File: config.mk
export PLATFORM = sky130hd
export DESIGN_NAME = can_bit_timing_search
export DESIGN_NICKNAME = d
export VERILOG_FILES = /design/src/hw/rtl/cbts_pkg.sv /design/src/hw/rtl/can_bit_timing_search.sv
export SDC_FILE = /design/constraint.sdc
export NUM_CORES = 1
export LEC_CHECK = 0
export ABC_CLOCK_PERIOD_IN_PS = 12730
export BUFFER_PORTS_ARGS = -buffer_cell sky130_fd_sc_hd__buf_2
export CORE_MARGIN = 8
export CORE_UTILIZATION = 30
export DETAILED_ROUTE_END_ITERATION = 6
export GPL_ROUTABILITY_DRIVEN = 0
export PLACE_DENSITY = 0.52
export SLEW_MARGIN = 20
export SYNTH_ARGS = -nofsm -noshare
export SYNTH_HDL_FRONTEND = slang
export SYNTH_SLANG_ARGS = --single-unit
File: constraint.sdc
create_clock -name clock -period 12.73 [get_ports clock]
set_input_delay 1.273 -clock clock [delete_from_list [all_inputs] [get_ports clock]]
set_output_delay 1.273 -clock clock [all_outputs]
set_load 0.02 [all_outputs]
File: src/hw/rtl/cbts_pkg.sv
// ----------------------------------------------------------------------------
// cbts_pkg: shared types and constants for the CAN bit timing search
// Widths, search limits, microcode word layout and the control ROM.
// ----------------------------------------------------------------------------
`default_nettype none

package cbts_pkg;

   localparam int unsigned CLK_W      = 28;
   localparam int unsigned BAUD_W     = 20;
   localparam int unsigned DIV_STEPS  = CLK_W;
   localparam int unsigned CNT_W      = $clog2(DIV_STEPS);
   localparam int unsigned SEG_W      = 5;
   localparam int unsigned QNT_W      = 6;
   localparam int unsigned PSC_W      = 4;
   localparam int unsigned BASE_W     = 10;
   localparam int unsigned PROD_W     = SEG_W + BASE_W;
   localparam int unsigned WORD_W     = 15;

   localparam logic [CLK_W-1:0] CLK_RESET = 28'd48000000;
   localparam logic [SEG_W-1:0] SEG_FIRST = 5'd3;
   localparam logic [SEG_W-1:0] SEG_LAST  = 5'd17;
   localparam logic [QNT_W-1:0] QNT_LAST  = 6'd32;
   localparam logic [PSC_W-1:0] PSC_LAST  = 4'd15;
   localparam logic [2:0]       SJW_MAX   = 3'd3;

   // program steps, in ROM order
   typedef enum logic [2:0] {
      ST_IDLE,
      ST_DIV,
      ST_INIT,
      ST_SCAN,
      ST_MISS,
      ST_HIT
   } step_type;

   typedef enum logic [2:0] {
      OP_LOAD,
      OP_DIV,
      OP_INIT,
      OP_SCAN,
      OP_MISS,
      OP_HIT
   } op_type;

   // sequencing: hold, fall through, or jump on a step-specific condition
   typedef enum logic [2:0] {
      CN_NEXT,
      CN_REQ,
      CN_DIV,
      CN_SCAN,
      CN_EMIT
   } cond_type;

   typedef struct packed {
      op_type   op;
      cond_type cond;
      step_type target;
   } ctrl_type;

   function automatic ctrl_type ctrl_rom(step_type step);
      ctrl_type word;
      case (step)
         ST_IDLE: word = '{op: OP_LOAD, cond: CN_REQ,  target: ST_MISS};
         ST_DIV:  word = '{op: OP_DIV,  cond: CN_DIV,  target: ST_INIT};
         ST_INIT: word = '{op: OP_INIT, cond: CN_NEXT, target: ST_SCAN};
         ST_SCAN: word = '{op: OP_SCAN, cond: CN_SCAN, target: ST_HIT};
         ST_MISS: word = '{op: OP_MISS, cond: CN_EMIT, target: ST_IDLE};
         ST_HIT:  word = '{op: OP_HIT,  cond: CN_EMIT, target: ST_IDLE};
         default: word = '{op: OP_LOAD, cond: CN_NEXT, target: ST_IDLE};
      endcase
      return word;
   endfunction

endpackage

`default_nettype wire

File: src/hw/rtl/can_bit_timing_search.sv
// ----------------------------------------------------------------------------
// can_bit_timing_search: CAN prescaler / bit timing search
// Finds the first exact prescaler, quanta and segment split for a bit rate.
// ----------------------------------------------------------------------------
// A request word carries a bit rate. The block divides the peripheral clock
// register by it (truncated) to get clocks per bit, then walks prescaler
// 0..15, quanta 1..32, segments 3..17 (segments innermost) and stops at the
// first candidate whose segs*quanta*(prescaler+1) equals clocks per bit.
// One request is worked at a time; the next is taken once the result has
// entered the output register, so it may still wait there. In order: a load,
// a restoring divide over 28 bits (one quotient bit a cycle), a setup,
// a scan of one candidate per cycle (up to 16*32*15 = 7680), and the
// result write, which waits on a stalled output; zero rates skip to it.
// A zero bit rate or no exact match gives found = 0 with zero fields.
// The clock register is written over the csr port; write it only while idle.
// ----------------------------------------------------------------------------
`default_nettype none

module can_bit_timing_search
   import cbts_pkg::*;
(
   input  wire logic        clock,
   input  wire logic        reset,
   // request stream
   input  wire logic        req_tvalid,
   output      logic        req_tready,
   input  wire logic [23:0] req_tdata,   // [19:0] bit_rate, [23:20] zero
   // result stream
   output      logic        rsp_tvalid,
   input  wire logic        rsp_tready,
   output      logic [23:0] rsp_tdata,   // [3:0] prescaler, [18:4] timing_word, rest 0
   output      logic        rsp_tuser,   // [0] found
   // clock rate register write
   input  wire logic        csr_valid,
   output      logic        csr_ready,
   input  wire logic [27:0] csr_data     // peripheral_clock_hz
);

   // sequencer
   step_type step_ff, step_in;
   ctrl_type ctrl;

   // registers
   logic [CLK_W-1:0]  clk_hz_ff, clk_hz_in;
   logic [BAUD_W-1:0] baud_ff, baud_in;
   logic [CLK_W-1:0]  quo_ff, quo_in;      // dividend in, clocks per bit out
   logic [BAUD_W-1:0] rem_ff, rem_in;
   logic [CNT_W-1:0]  cnt_ff, cnt_in;
   logic [SEG_W-1:0]  seg_ff, seg_in;
   logic [QNT_W-1:0]  qnt_ff, qnt_in;
   logic [PSC_W-1:0]  psc_ff, psc_in;
   logic [BASE_W-1:0] base_ff, base_in;    // quanta * (prescaler + 1)
   logic              rsp_valid_ff, rsp_valid_in;
   logic              found_ff, found_in;
   logic [PSC_W-1:0]  rsp_psc_ff, rsp_psc_in;
   logic [WORD_W-1:0] rsp_word_ff, rsp_word_in;

   // datapath nets
   logic              req_fire;
   logic              out_busy;
   logic              emit;
   logic [BAUD_W:0]   trial;
   logic [BAUD_W:0]   diff;
   logic              ge;
   logic [PROD_W-1:0] prod;
   logic              hit;
   logic              last_cand;
   logic [3:0]        rest;
   logic [2:0]        seg1;
   logic [2:0]        seg2;
   logic [1:0]        sjw;
   logic [WORD_W-1:0] word;

   assign ctrl       = ctrl_rom(step_ff);
   assign req_tready = (ctrl.op == OP_LOAD);
   assign req_fire   = req_tvalid && req_tready;
   assign out_busy   = rsp_valid_ff && !rsp_tready;
   assign emit       = ((ctrl.op == OP_HIT) || (ctrl.op == OP_MISS)) && !out_busy;
   assign csr_ready  = 1'b1;

   // restoring divider step
   assign trial = {rem_ff, quo_ff[CLK_W-1]};
   assign ge    = (trial >= {1'b0, baud_ff});
   assign diff  = trial - {1'b0, baud_ff};

   // candidate check: one small multiply and a compare
   assign prod      = seg_ff * base_ff;
   assign hit       = (quo_ff == {{(CLK_W-PROD_W){1'b0}}, prod});
   assign last_cand = (seg_ff == SEG_LAST) && (qnt_ff == QNT_LAST) && (psc_ff == PSC_LAST);

   // segment split of the held match
   assign rest = 4'(seg_ff - SEG_FIRST);
   assign seg1 = rest[3:1];
   assign seg2 = 3'(rest - {1'b0, seg1});
   assign sjw  = (seg1 > SJW_MAX) ? 2'(SJW_MAX) : seg1[1:0];
   assign word = {seg2, {1'b0, seg1}, sjw, 6'(qnt_ff - 6'd1)};

   // next step
   always_comb begin
      step_in = step_ff;
      case (ctrl.cond)
         CN_NEXT: step_in = step_type'(step_ff + 3'd1);
         CN_REQ: begin
            if (req_fire) begin
               step_in = (req_tdata[BAUD_W-1:0] == '0) ? ctrl.target
                                                        : step_type'(step_ff + 3'd1);
            end
         end
         CN_DIV: begin
            if (cnt_ff == CNT_W'(DIV_STEPS - 1)) begin
               step_in = step_type'(step_ff + 3'd1);
            end
         end
         CN_SCAN: begin
            if (hit) begin
               step_in = ctrl.target;
            end else if (last_cand) begin
               step_in = step_type'(step_ff + 3'd1);
            end
         end
         CN_EMIT: begin
            if (!out_busy) begin
               step_in = ctrl.target;
            end
         end
         default: step_in = ST_IDLE;
      endcase
   end

   // datapath
   always_comb begin
      clk_hz_in    = csr_valid ? csr_data : clk_hz_ff;
      baud_in      = baud_ff;
      quo_in       = quo_ff;
      rem_in       = rem_ff;
      cnt_in       = cnt_ff;
      seg_in       = seg_ff;
      qnt_in       = qnt_ff;
      psc_in       = psc_ff;
      base_in      = base_ff;
      rsp_valid_in = rsp_valid_ff && !rsp_tready;
      found_in     = found_ff;
      rsp_psc_in   = rsp_psc_ff;
      rsp_word_in  = rsp_word_ff;
      case (ctrl.op)
         OP_LOAD: begin
            if (req_fire) begin
               baud_in = req_tdata[BAUD_W-1:0];
               quo_in  = clk_hz_ff;
               rem_in  = '0;
               cnt_in  = '0;
            end
         end
         OP_DIV: begin
            rem_in = ge ? diff[BAUD_W-1:0] : trial[BAUD_W-1:0];
            quo_in = {quo_ff[CLK_W-2:0], ge};
            cnt_in = cnt_ff + CNT_W'(1);
         end
         OP_INIT: begin
            seg_in  = SEG_FIRST;
            qnt_in  = QNT_W'(1);
            psc_in  = '0;
            base_in = BASE_W'(1);
         end
         OP_SCAN: begin
            // hold the candidate on a match
            if (!hit) begin
               if (seg_ff != SEG_LAST) begin
                  seg_in = seg_ff + SEG_W'(1);
               end else begin
                  seg_in = SEG_FIRST;
                  if (qnt_ff != QNT_LAST) begin
                     qnt_in  = qnt_ff + QNT_W'(1);
                     base_in = base_ff + BASE_W'(psc_ff) + BASE_W'(1);
                  end else begin
                     qnt_in  = QNT_W'(1);
                     psc_in  = psc_ff + PSC_W'(1);
                     base_in = BASE_W'(psc_ff) + BASE_W'(2);
                  end
               end
            end
         end
         OP_MISS: begin
            if (emit) begin
               rsp_valid_in = 1'b1;
               found_in     = 1'b0;
               rsp_psc_in   = '0;
               rsp_word_in  = '0;
            end
         end
         OP_HIT: begin
            if (emit) begin
               rsp_valid_in = 1'b1;
               found_in     = 1'b1;
               rsp_psc_in   = psc_ff;
               rsp_word_in  = word;
            end
         end
         default: begin
            rsp_valid_in = rsp_valid_ff && !rsp_tready;
         end
      endcase
   end

   // control state
   always_ff @(posedge clock) begin
      if (reset) begin
         step_ff      <= ST_IDLE;
         rsp_valid_ff <= 1'b0;
         clk_hz_ff    <= CLK_RESET;
      end else begin
         step_ff      <= step_in;
         rsp_valid_ff <= rsp_valid_in;
         clk_hz_ff    <= clk_hz_in;
      end
   end

   // payload
   always_ff @(posedge clock) begin
      baud_ff     <= baud_in;
      quo_ff      <= quo_in;
      rem_ff      <= rem_in;
      cnt_ff      <= cnt_in;
      seg_ff      <= seg_in;
      qnt_ff      <= qnt_in;
      psc_ff      <= psc_in;
      base_ff     <= base_in;
      found_ff    <= found_in;
      rsp_psc_ff  <= rsp_psc_in;
      rsp_word_ff <= rsp_word_in;
   end

   assign rsp_tvalid = rsp_valid_ff;
   assign rsp_tuser  = found_ff;
   assign rsp_tdata  = {5'd0, rsp_word_ff, rsp_psc_ff};

endmodule

`default_nettype wire

[Word level (Yosys, flattened, before mapping)]
Index checks and enable logic that the tools add are counted.
Operators by class
  $add $sub $neg: 12
  multiply operators: 1
  $lt $le $gt $ge: 2
  equality and inequality tests: 31
  multiplexer cells: 42
  reductions and logical operators: 23
Operators with widths (number)
  $pmux W28 S2: 1
  $pmux W9 S6: 1
  $mux W20: 2
  $pmux W20 S2: 1
  $mux W10: 3
  $mux W15: 2
  $pmux W15 S2: 1
  $eq A28 B15 Y1: 1
  $mux W28: 1
  $ge A21 B20 Y1: 1
  $logic_not A20 Y1: 1
  $mux W4: 5
  $pmux W10 S2: 1
  $pmux W5 S2: 2
  $sub A20 B20 Y20: 1
  $eq A3 B2 Y1 const B: 6
  $mux W3: 6
  $mux W6: 3
  $ne A2 B2 Y1 const B: 8
  $pmux W4 S2: 2
  $eq A3 B3 Y1 const B: 5
  $mul A5 B10 Y15: 1
  $mux W5: 3
  $pmux W3 S5: 1
  32 further kinds: 52
Storage, ports and cells
  flip-flop bits (word level): 150
  bits of input ports: 57
  word-level logic and storage cells: 125

[Depth between registers and ports, before layout]
Gate-level depths: netlist of run 1.
  depth in word-level cells: 7
  gate-level depth with buffers: 19
  gate-level depth less buffers: 16

[Worst setup path after synthesis of run 1]
OpenSTA, ideal clock, no wires.
  path type: register to register
  start: register seg_ff[2]
  end: register base_ff[0], enable pin
  library setup time: 0.388 ns
  arrival time: 4.784 ns
  path slack: 7.557 ns
  stages on the path, launching flop included: 18
  cell sequence: edfxtp_1 > clkbuf_1 > clkbuf_1 > nand2_1 > fa_1 > inv_1 > fa_1 > fa_1 > ha_1 > a21o_1 > or3_1 > a31oi_1 > mux2i_1 > nor3_1 > nand4_2 > or3_1 > nand3_2 > nor2_1
Between the ends
  word-level cells in the longest chain between the ends: 4
  elaborated cells on any way between the ends: 6
  classes of those cells: 1 x mul; 4 x eq/ne; 1 x reduce/logical
RTL lines
  start: declaration: RTL line can_bit_timing_search.sv:49  | logic [SEG_W-1:0] seg_ff, seg_in;
  start signal: assignment: RTL line can_bit_timing_search.sv:224  | seg_ff <= seg_in;
  $mul A5 B10 Y15: RTL line can_bit_timing_search.sv:87  | assign prod = seg_ff * base_ff;
  $eq A28 B15 Y1: RTL line can_bit_timing_search.sv:88  | assign hit = (quo_ff == {{(CLK_W-PROD_W){1'b0}}, prod});
  $ne A2 B2 Y1 (no line)
  $reduce_and A3 Y1 (no line) *
  end signal: assignment: RTL line can_bit_timing_search.sv:227  | base_ff <= base_in;
  end: declaration: RTL line can_bit_timing_search.sv:52  | logic [BASE_W-1:0] base_ff, base_in;
Every way passes the cells marked *; elsewhere a longest branch is shown, timed or not.
A chain may end at the register's enable or synchronous reset.

[Worst setup path in the final report of run 1]
  start: register seg_ff[3]
  end: register base_ff[2], enable pin
Same word-level chain as after synthesis.

==> out/qor.csv, run 1 <==
metric;value;unit
Ports;85;
Post-Syn Area;9534;µm²
CTS resizes;0;
Slew @ Worst Pin;942.8;ps
cell row count;65;
fill cell count;3214;
RSZ-0062 raised after global routing;false;
Routed Wire Length;20.81;mm
CTS H-tree lvls;4;
antenna fix cells;0;
Power Dens Cells;269.5;nW/µm²
hold_buf cts;0;
first-pass GRT wire length;35.22;mm
CTS sink count;149;
critical path class;flop to flop;
Yosys top cell area share;36.85;%
die extent in y;194.3;µm
vias per cell;4.744;
setup bufs post-CTS;0;
Async S/R FF share, synth;0;%
Seq/Total Area, Yosys;43.57;%
worst clock skew;15.71;ps
EDFF count, synth;117;
grt total ovfl;0;
Wirelength per Cell;14.98;µm
TritonRoute pass-1 iters;5;
Synth Flop Type;edfxtp_1;
Slew Viols, Final;0;
TritonCTS clock tree;yes;
Yosys cell types;69;
critical path required time;12910;ps
DIE AREA;37740;µm²
R2R Path End;base_ff[2];
average cell area after synthesis;10.45;µm²
maximum VDD drop;0.1106;mV
clk_lat worst skew;450;ps
period utilization;43.24;%
Slew headroom;37.15;%
CP arrival;5680;ps
CORE AREA;31390;µm²
Root Buffer;clkbuf_16;
initial antenna violation count;0;
register bit total from synthesis;149;
Worst Setup End Kind;flop;
GR Util All Layers;11.35;%
Max Root-Sink Buffers;2;
Die X;194.3;µm
R2R Path Start;seg_ff[3];
starting density of the core;30.37;%
Max FO, Critical Path;16;
largest net degree at the start of global routing;55;
status;complete, no violations;
Final Hold Vio Count;0;
DRC;0;
most instantiated library cell after synthesis;edfxtp_1;
setup_tns;0;ps
Vias;6589;
Routed Antenna Nets;0;
Leak Pwr;4.543;nW
Worst Setup Start Kind;flop;
Max Clock Freq;181.7;MHz
design area;10890;µm²
Iteration-0 DRC Markers;300;
R2R cell count;16;
CTS Buf Count;17;
top cell type by total area after synthesis;edfxtp_1;
Port Buffer Count;73;
clock transition at the registers of the reported paths;60;ps
vias in the first global route;6785;
CP Capture Point;base_ff[2];
reg2reg setup slack;7230;ps
Commonest cells post-synth;edfxtp_1, nor2_1, inv_1, ha_1, nand2_1;
Worst Setup SP;seg_ff[3];
Final min period;5504;ps
area grow syn2layout;14.25;%
Cells after Synth;912;
number of nets in the layout;1123;
HPWL after DPL;15.13;mm
max cap viols;0;
number of setup violations in the final report;0;
synth warn;0;
layout cells sized above 1;15.30;%
worst min path class;flop to flop;
DP Area;10290;µm²
synth top area cells;edfxtp_1, ha_1, dfxtp_1, fa_1, nor2_1;
[sequential cells by signal (all words and copies together) (netlist names), 3 cells and up]
name / count
cnt_ff: 5
rsp_psc_ff: 4
rsp_word_ff: 14
seg_ff: 5
qnt_ff: 6
step_ff: 3
base_ff: 10
psc_ff: 4
baud_ff: 20
rem_ff: 20
clk_hz_ff: 28
quo_ff: 28
[power breakdown]
part           switching, W  leakage, nW  internal, W
clock network      0.000223        0.290     0.000294
logic              0.000940         2.88     0.000668
registers          0.000106         1.37     0.000705
total               0.00127         4.54      0.00167
[final cells by class]
type                            count  area [µm²]  share of cell area [%]
Tap cell                          402       503.0                   4.618
Inverter                           67       251.5                   2.309
Clock buffer                       18       429.2                   3.940
Sequential cell                   149        4154                   38.13
Multi-Input combinational cell    660        4980                   45.72
Timing Repair Buffer               79       410.4                   3.768
Clock inverter                     14       165.2                   1.516
[layer usage]
metal / vias up / part of all wire (%) / global-route usage (%)
li1: 3336 / - / -
met1: 3132 / 50 / 14.91
met2: 108 / 45 / 17.92
met3: 13 / 4.0 / 3.020
met4: 0 / 1.2 / 3.678
met5: - / 0 / 0
[cell usage in the layout (no fill, tap or decap), types with 10 or more instances in the layout]
| cell | instances |
|---|---|
| edfxtp_1 | 117 |
| nor2_1 | 108 |
| buf_2 | 73 |
| inv_1 | 67 |
| ha_1 | 65 |
| nand2_1 | 62 |
| a21oi_1 | 38 |
| mux2i_1 | 33 |
| dfxtp_1 | 32 |
| xnor2_1 | 30 |
| xor2_1 | 30 |
| and2_1 | 27 |
| fa_1 | 27 |
| mux2_2 | 26 |
| nand3_1 | 19 |
| o21ai_0 | 18 |
| nor2b_1 | 17 |
| nor3_1 | 17 |
| clkbuf_16 | 17 |
| a21o_1 | 13 |
| a211oi_1 | 12 |
| a211o_1 | 11 |
| and3_1 | 10 |
[worst max-delay path: stages (launching register included)]
cell and delay (ps):
edfxtp_1 700, nand2_1 150, fa_1 540, inv_1 60
fa_1 510, fa_1 500, ha_1 440, nor2_1 130
nor3_1 270, nor2_1 70, a2111o_1 300, a2111oi_2 390
nand4_2 360, or3_1 430, nand3_2 110, nor2_1 60
buf_4 220
[metrics by stage]
stage                     hold WS (ps)  cells  utilization [%]  power (W)  setup WS [ps]
after detailed placement         483.8   1357            32.79   0.002422           7228
after global routing             524.3   1389            34.70   0.003206           6808
final                            499.1   1389            34.70   0.002935           7226
after global placement           468.0   1357            32.79   0.002412           7217
after CTS                        500.7   1389            34.68   0.002963           7184
after floorplan                  454.4    917                -   0.002072           7557
[worst min-delay path by stage]
stage | start | endpoint | slack, ps | depth (start not counted)
CTS | clk_hz_ff[0] | clk_hz_ff[0] | 500 | 2
floorplan | clk_hz_ff[12] | clk_hz_ff[12] | 450 | 2
global route | clk_hz_ff[0] | clk_hz_ff[0] | 520 | 2
detailed placement | clk_hz_ff[0] | clk_hz_ff[0] | 480 | 2
global placement | clk_hz_ff[6] | clk_hz_ff[6] | 470 | 2
finish | clk_hz_ff[2] | clk_hz_ff[2] | 500 | 2
[cell families after synthesis]
logic type,synth area share [%]
other cells,0.07877
mux,6.654
simple gates,15.41
compound gates,9.921
flops,43.57
xor+xnor,5.512
fa+ha+maj,14.20
buf+inv,4.659
Power figures use the tool's default switching activity.
==> run 2, diff against run 1 <==
--- a/config.mk
+++ b/config.mk
@@ -5,13 +5,14 @@
 export SDC_FILE = /design/constraint.sdc
 export NUM_CORES = 1
 export LEC_CHECK = 0
-export ABC_CLOCK_PERIOD_IN_PS = 12730
+export ABC_AREA = 1
+export ABC_CLOCK_PERIOD_IN_PS = 5020
 export BUFFER_PORTS_ARGS = -buffer_cell sky130_fd_sc_hd__buf_2
 export CORE_MARGIN = 8
 export CORE_UTILIZATION = 30
 export DETAILED_ROUTE_END_ITERATION = 6
 export GPL_ROUTABILITY_DRIVEN = 0
-export PLACE_DENSITY = 0.52
+export PLACE_DENSITY = 0.53
 export SLEW_MARGIN = 20
 export SYNTH_ARGS = -nofsm -noshare
 export SYNTH_HDL_FRONTEND = slang
==> constraint.sdc (replaced) <==
create_clock -name clock -period 5.02 [get_ports clock]
set_input_delay 0.502 -clock clock [delete_from_list [all_inputs] [get_ports clock]]
set_output_delay 0.502 -clock clock [all_outputs]
set_load 0.02 [all_outputs]
==> out/qor.csv, run 2 <==
metric;value;unit;change
number of nets in the layout;1440;;was 1123
most frequent cells in the layout;nand2_1, inv_1, nor2_1;;was edfxtp_1, nor2_1, buf_2
HPWL after DPL;17.51;mm;was 15.13 mm
Leak Pwr;5.384;nW;was 4.543 nW
Port Buffer Count;73;;unchanged
GR Util All Layers;12.14;%;was 11.35%
clk_lat worst skew;430;ps;was 450 ps
EDFF count, synth;117;;unchanged
Worst Setup End Kind;flop;;unchanged
Final Hold Vio Count;0;;unchanged
met2 wire len;10.58;mm;was 9.381 mm
antenna fix cells;0;;unchanged
layout cells sized above 1;12.35;%;was 15.30%
grt total ovfl;0;;unchanged
DIE AREA;39290;µm²;was 37740 µm²
first-pass GRT wire length;39.07;mm;was 35.22 mm
Slew Viols, Final;0;;unchanged
Slew headroom;44.60;%;was 37.15%
RSZ-0062 raised after global routing;false;;unchanged
Max Clock Freq;217.8;MHz;was 181.7 MHz
Iteration-0 DRC Markers;361;;was 300
worst min path class;input pin to flop;;was flop to flop
Vias;7881;;was 6589
M1 WL;11.62;mm;was 10.35 mm
Routed Wire Length;23.04;mm;was 20.81 mm
Seq/Total Area, Yosys;41.71;%;was 43.57%
CTS sink count;149;;unchanged
vias per cell;4.514;;was 4.744
wire length on met3;606;µm;was 825 µm
maximum VDD drop;0.3057;mV;was 0.1106 mV
Post-Syn Area;9960;µm²;was 9534 µm²
vias in the first global route;7896;;was 6785
R2R cell count;20;;was 16
average cell area after synthesis;8.217;µm²;was 10.45 µm²
period utilization;91.47;%;was 43.24%
worst clock skew;15.25;ps;was 15.71 ps
TritonRoute pass-1 iters;5;;unchanged
biggest regs;clk_hz_ff: 28 flops, quo_ff: 28 flops;;unchanged
Max Root-Sink Buffers;2;;unchanged
Routed Antenna Nets;0;;unchanged
area grow syn2layout;15.53;%;was 14.25%
CTS H-tree lvls;4;;unchanged
DRC;0;;unchanged
synth warn;0;;unchanged
register bit total from synthesis;149;;unchanged
hold_buf cts;0;;unchanged
clock transition at the registers of the reported paths;70;ps;was 60 ps
Worst Setup Start Kind;flop;;unchanged
TritonCTS clock tree;yes;;unchanged
Final Core Density;35.27;%;was 34.70%
Yosys top cell area share;35.28;%;was 36.85%
critical path class;flop to flop;;unchanged
Die X;198.2;µm;was 194.3 µm
cell row count;66;;was 65
Commonest cells post-synth;nand2_1, inv_1, nor2_1, edfxtp_1, o21ai_0;;was edfxtp_1, nor2_1, inv_1, ha_1, nand2_1
DR top layer;met4;;unchanged
CP arrival;4720;ps;was 5680 ps
multi-input logic area;4984;µm²;was 4980 µm²
max cap viols;0;;unchanged
most instantiated library cell after synthesis;nand2_1;;was edfxtp_1
Cells after Synth;1212;;was 912
Power Dens Cells;651.9;nW/µm²;was 269.5 nW/µm²
Slew @ Worst Pin;825.9;ps;was 942.8 ps
Ports;85;;unchanged
CORE AREA;32620;µm²;was 31390 µm²
hold path cells;1;;was 2
Synth Flop Type;edfxtp_1;;unchanged
top cell type by total area after synthesis;edfxtp_1;;unchanged
Root Buffer;clkbuf_16;;unchanged
fill cell count;3467;;was 3214
largest net degree at the start of global routing;54;;was 55
setup_tns;0;ps;unchanged
Async S/R FF share, synth;0;%;unchanged
starting density of the core;30.53;%;was 30.37%
initial antenna violation count;0;;unchanged
Max FO, Critical Path;10;;was 16
Final min period;4592;ps;was 5504 ps
Register Area;4154;µm²;unchanged
die extent in y;198.2;µm;was 194.3 µm
Wirelength per Cell;13.20;µm;was 14.98 µm
CTS Buf Count;17;;unchanged
critical path required time;5140;ps;was 12910 ps
number of setup violations in the final report;0;;unchanged
Yosys cell types;47;;was 69
synth top area cells;edfxtp_1, nand2_1, ha_1, inv_1, dfxtp_1;;was edfxtp_1, ha_1, dfxtp_1, fa_1, nor2_1
commonest non-fill, non-tap cell in the layout;nand2_1;;was edfxtp_1
status;complete, no violations;;unchanged
## run 2: cell count changes after synthesis, moves of 26 or more
| cell | before | now |
|---|---|---|
| and2_1 | 27 | 0 |
| o21ai_0 | 18 | 81 |
| mux2i_1 | 33 | 0 |
| inv_1 | 67 | 178 |
| mux2_2 | 26 | 0 |
| nand2_1 | 63 | 292 |
| a21oi_1 | 38 | 67 |
## run 2: logic make-up after synthesis
group	share of synthesized area [%]
adders and majority gates	13.59
DFF	41.71
other	0.07540
buffers and inverters	8.681
and+or+nand+nor	23.05
AOI/OAI and AO/OA	9.548
xor gates and xnor gates	3.342
## run 2: critical path: stages, from the launching register on
cell	delay [ps]
edfxtp_1	500
nand2_1	140
fa_1	550
inv_1	60
fa_1	510
fa_1	510
ha_1	380
nand2_1	90
nand2_1	90
a21oi_1	280
nand3_2	130
nand2_1	70
nand2_1	40
nand2_1	70
nor2_1	60
nand4_1	80
buf_4	150
o21ai_1	80
buf_4	150
nor2_1	120
buf_4	220
## run 2: through the flow
stage          total power, W  cell area, µm²  hold WS, ps  setup slack [ps]  instances
6_report             0.007500           11510        261.1             428.0       1746
3_5_place_dp         0.006152           10840        445.0             153.4       1709
2_1_floorplan        0.005243            9978        429.2             374.4       1217
4_1_cts              0.007564           11460        235.8             128.9       1741
3_3_place_gp         0.006121           10840        439.2             271.6       1709
5_1_grt              0.008295           11510        239.8             118.9       1746
## run 2: area by class of cell
cell class / count / area share, %
multi-input cells: 846 / 43.31
repair buffers: 90 / 4.284
well taps: 442 / 4.806
flip-flops and latches: 149 / 36.10
clock inverters: 14 / 1.566
inverters: 187 / 6.111
clock buffers: 18 / 3.817
## run 2: repair_timing
action | CTS | global route
setup endpoints to repair | 0 | 20
buffers inserted | 0 | 5
gates resized for setup | 0 | 2
## run 2: final timing paths
| path | endpoint | slack [ps] | from |
|---|---|---|---|
| setup / recovery | base_ff[9] | 430 | seg_ff[4] |
| setup reg to reg | base_ff[9] | 430 | seg_ff[4] |
| hold / removal | baud_ff[10] | 260 | req_tdata[10] |
| hold reg to reg | clk_hz_ff[11] | 460 | clk_hz_ff[11] |
## run 2: routing by layer
layer,GRT usage (%),vias up
met5,0,-
met4,2.959,0
met2,19.94,113
li1,-,4094
met1,16.48,3660
met3,1.952,14
## run 2: power by group
part | internal (W) | total (W) | switching (W)
logic | 0.00152 | 0.00417 | 0.00266
clock network | 0.000774 | 0.00136 | 0.000582
registers | 0.00174 | 0.00197 | 0.000227
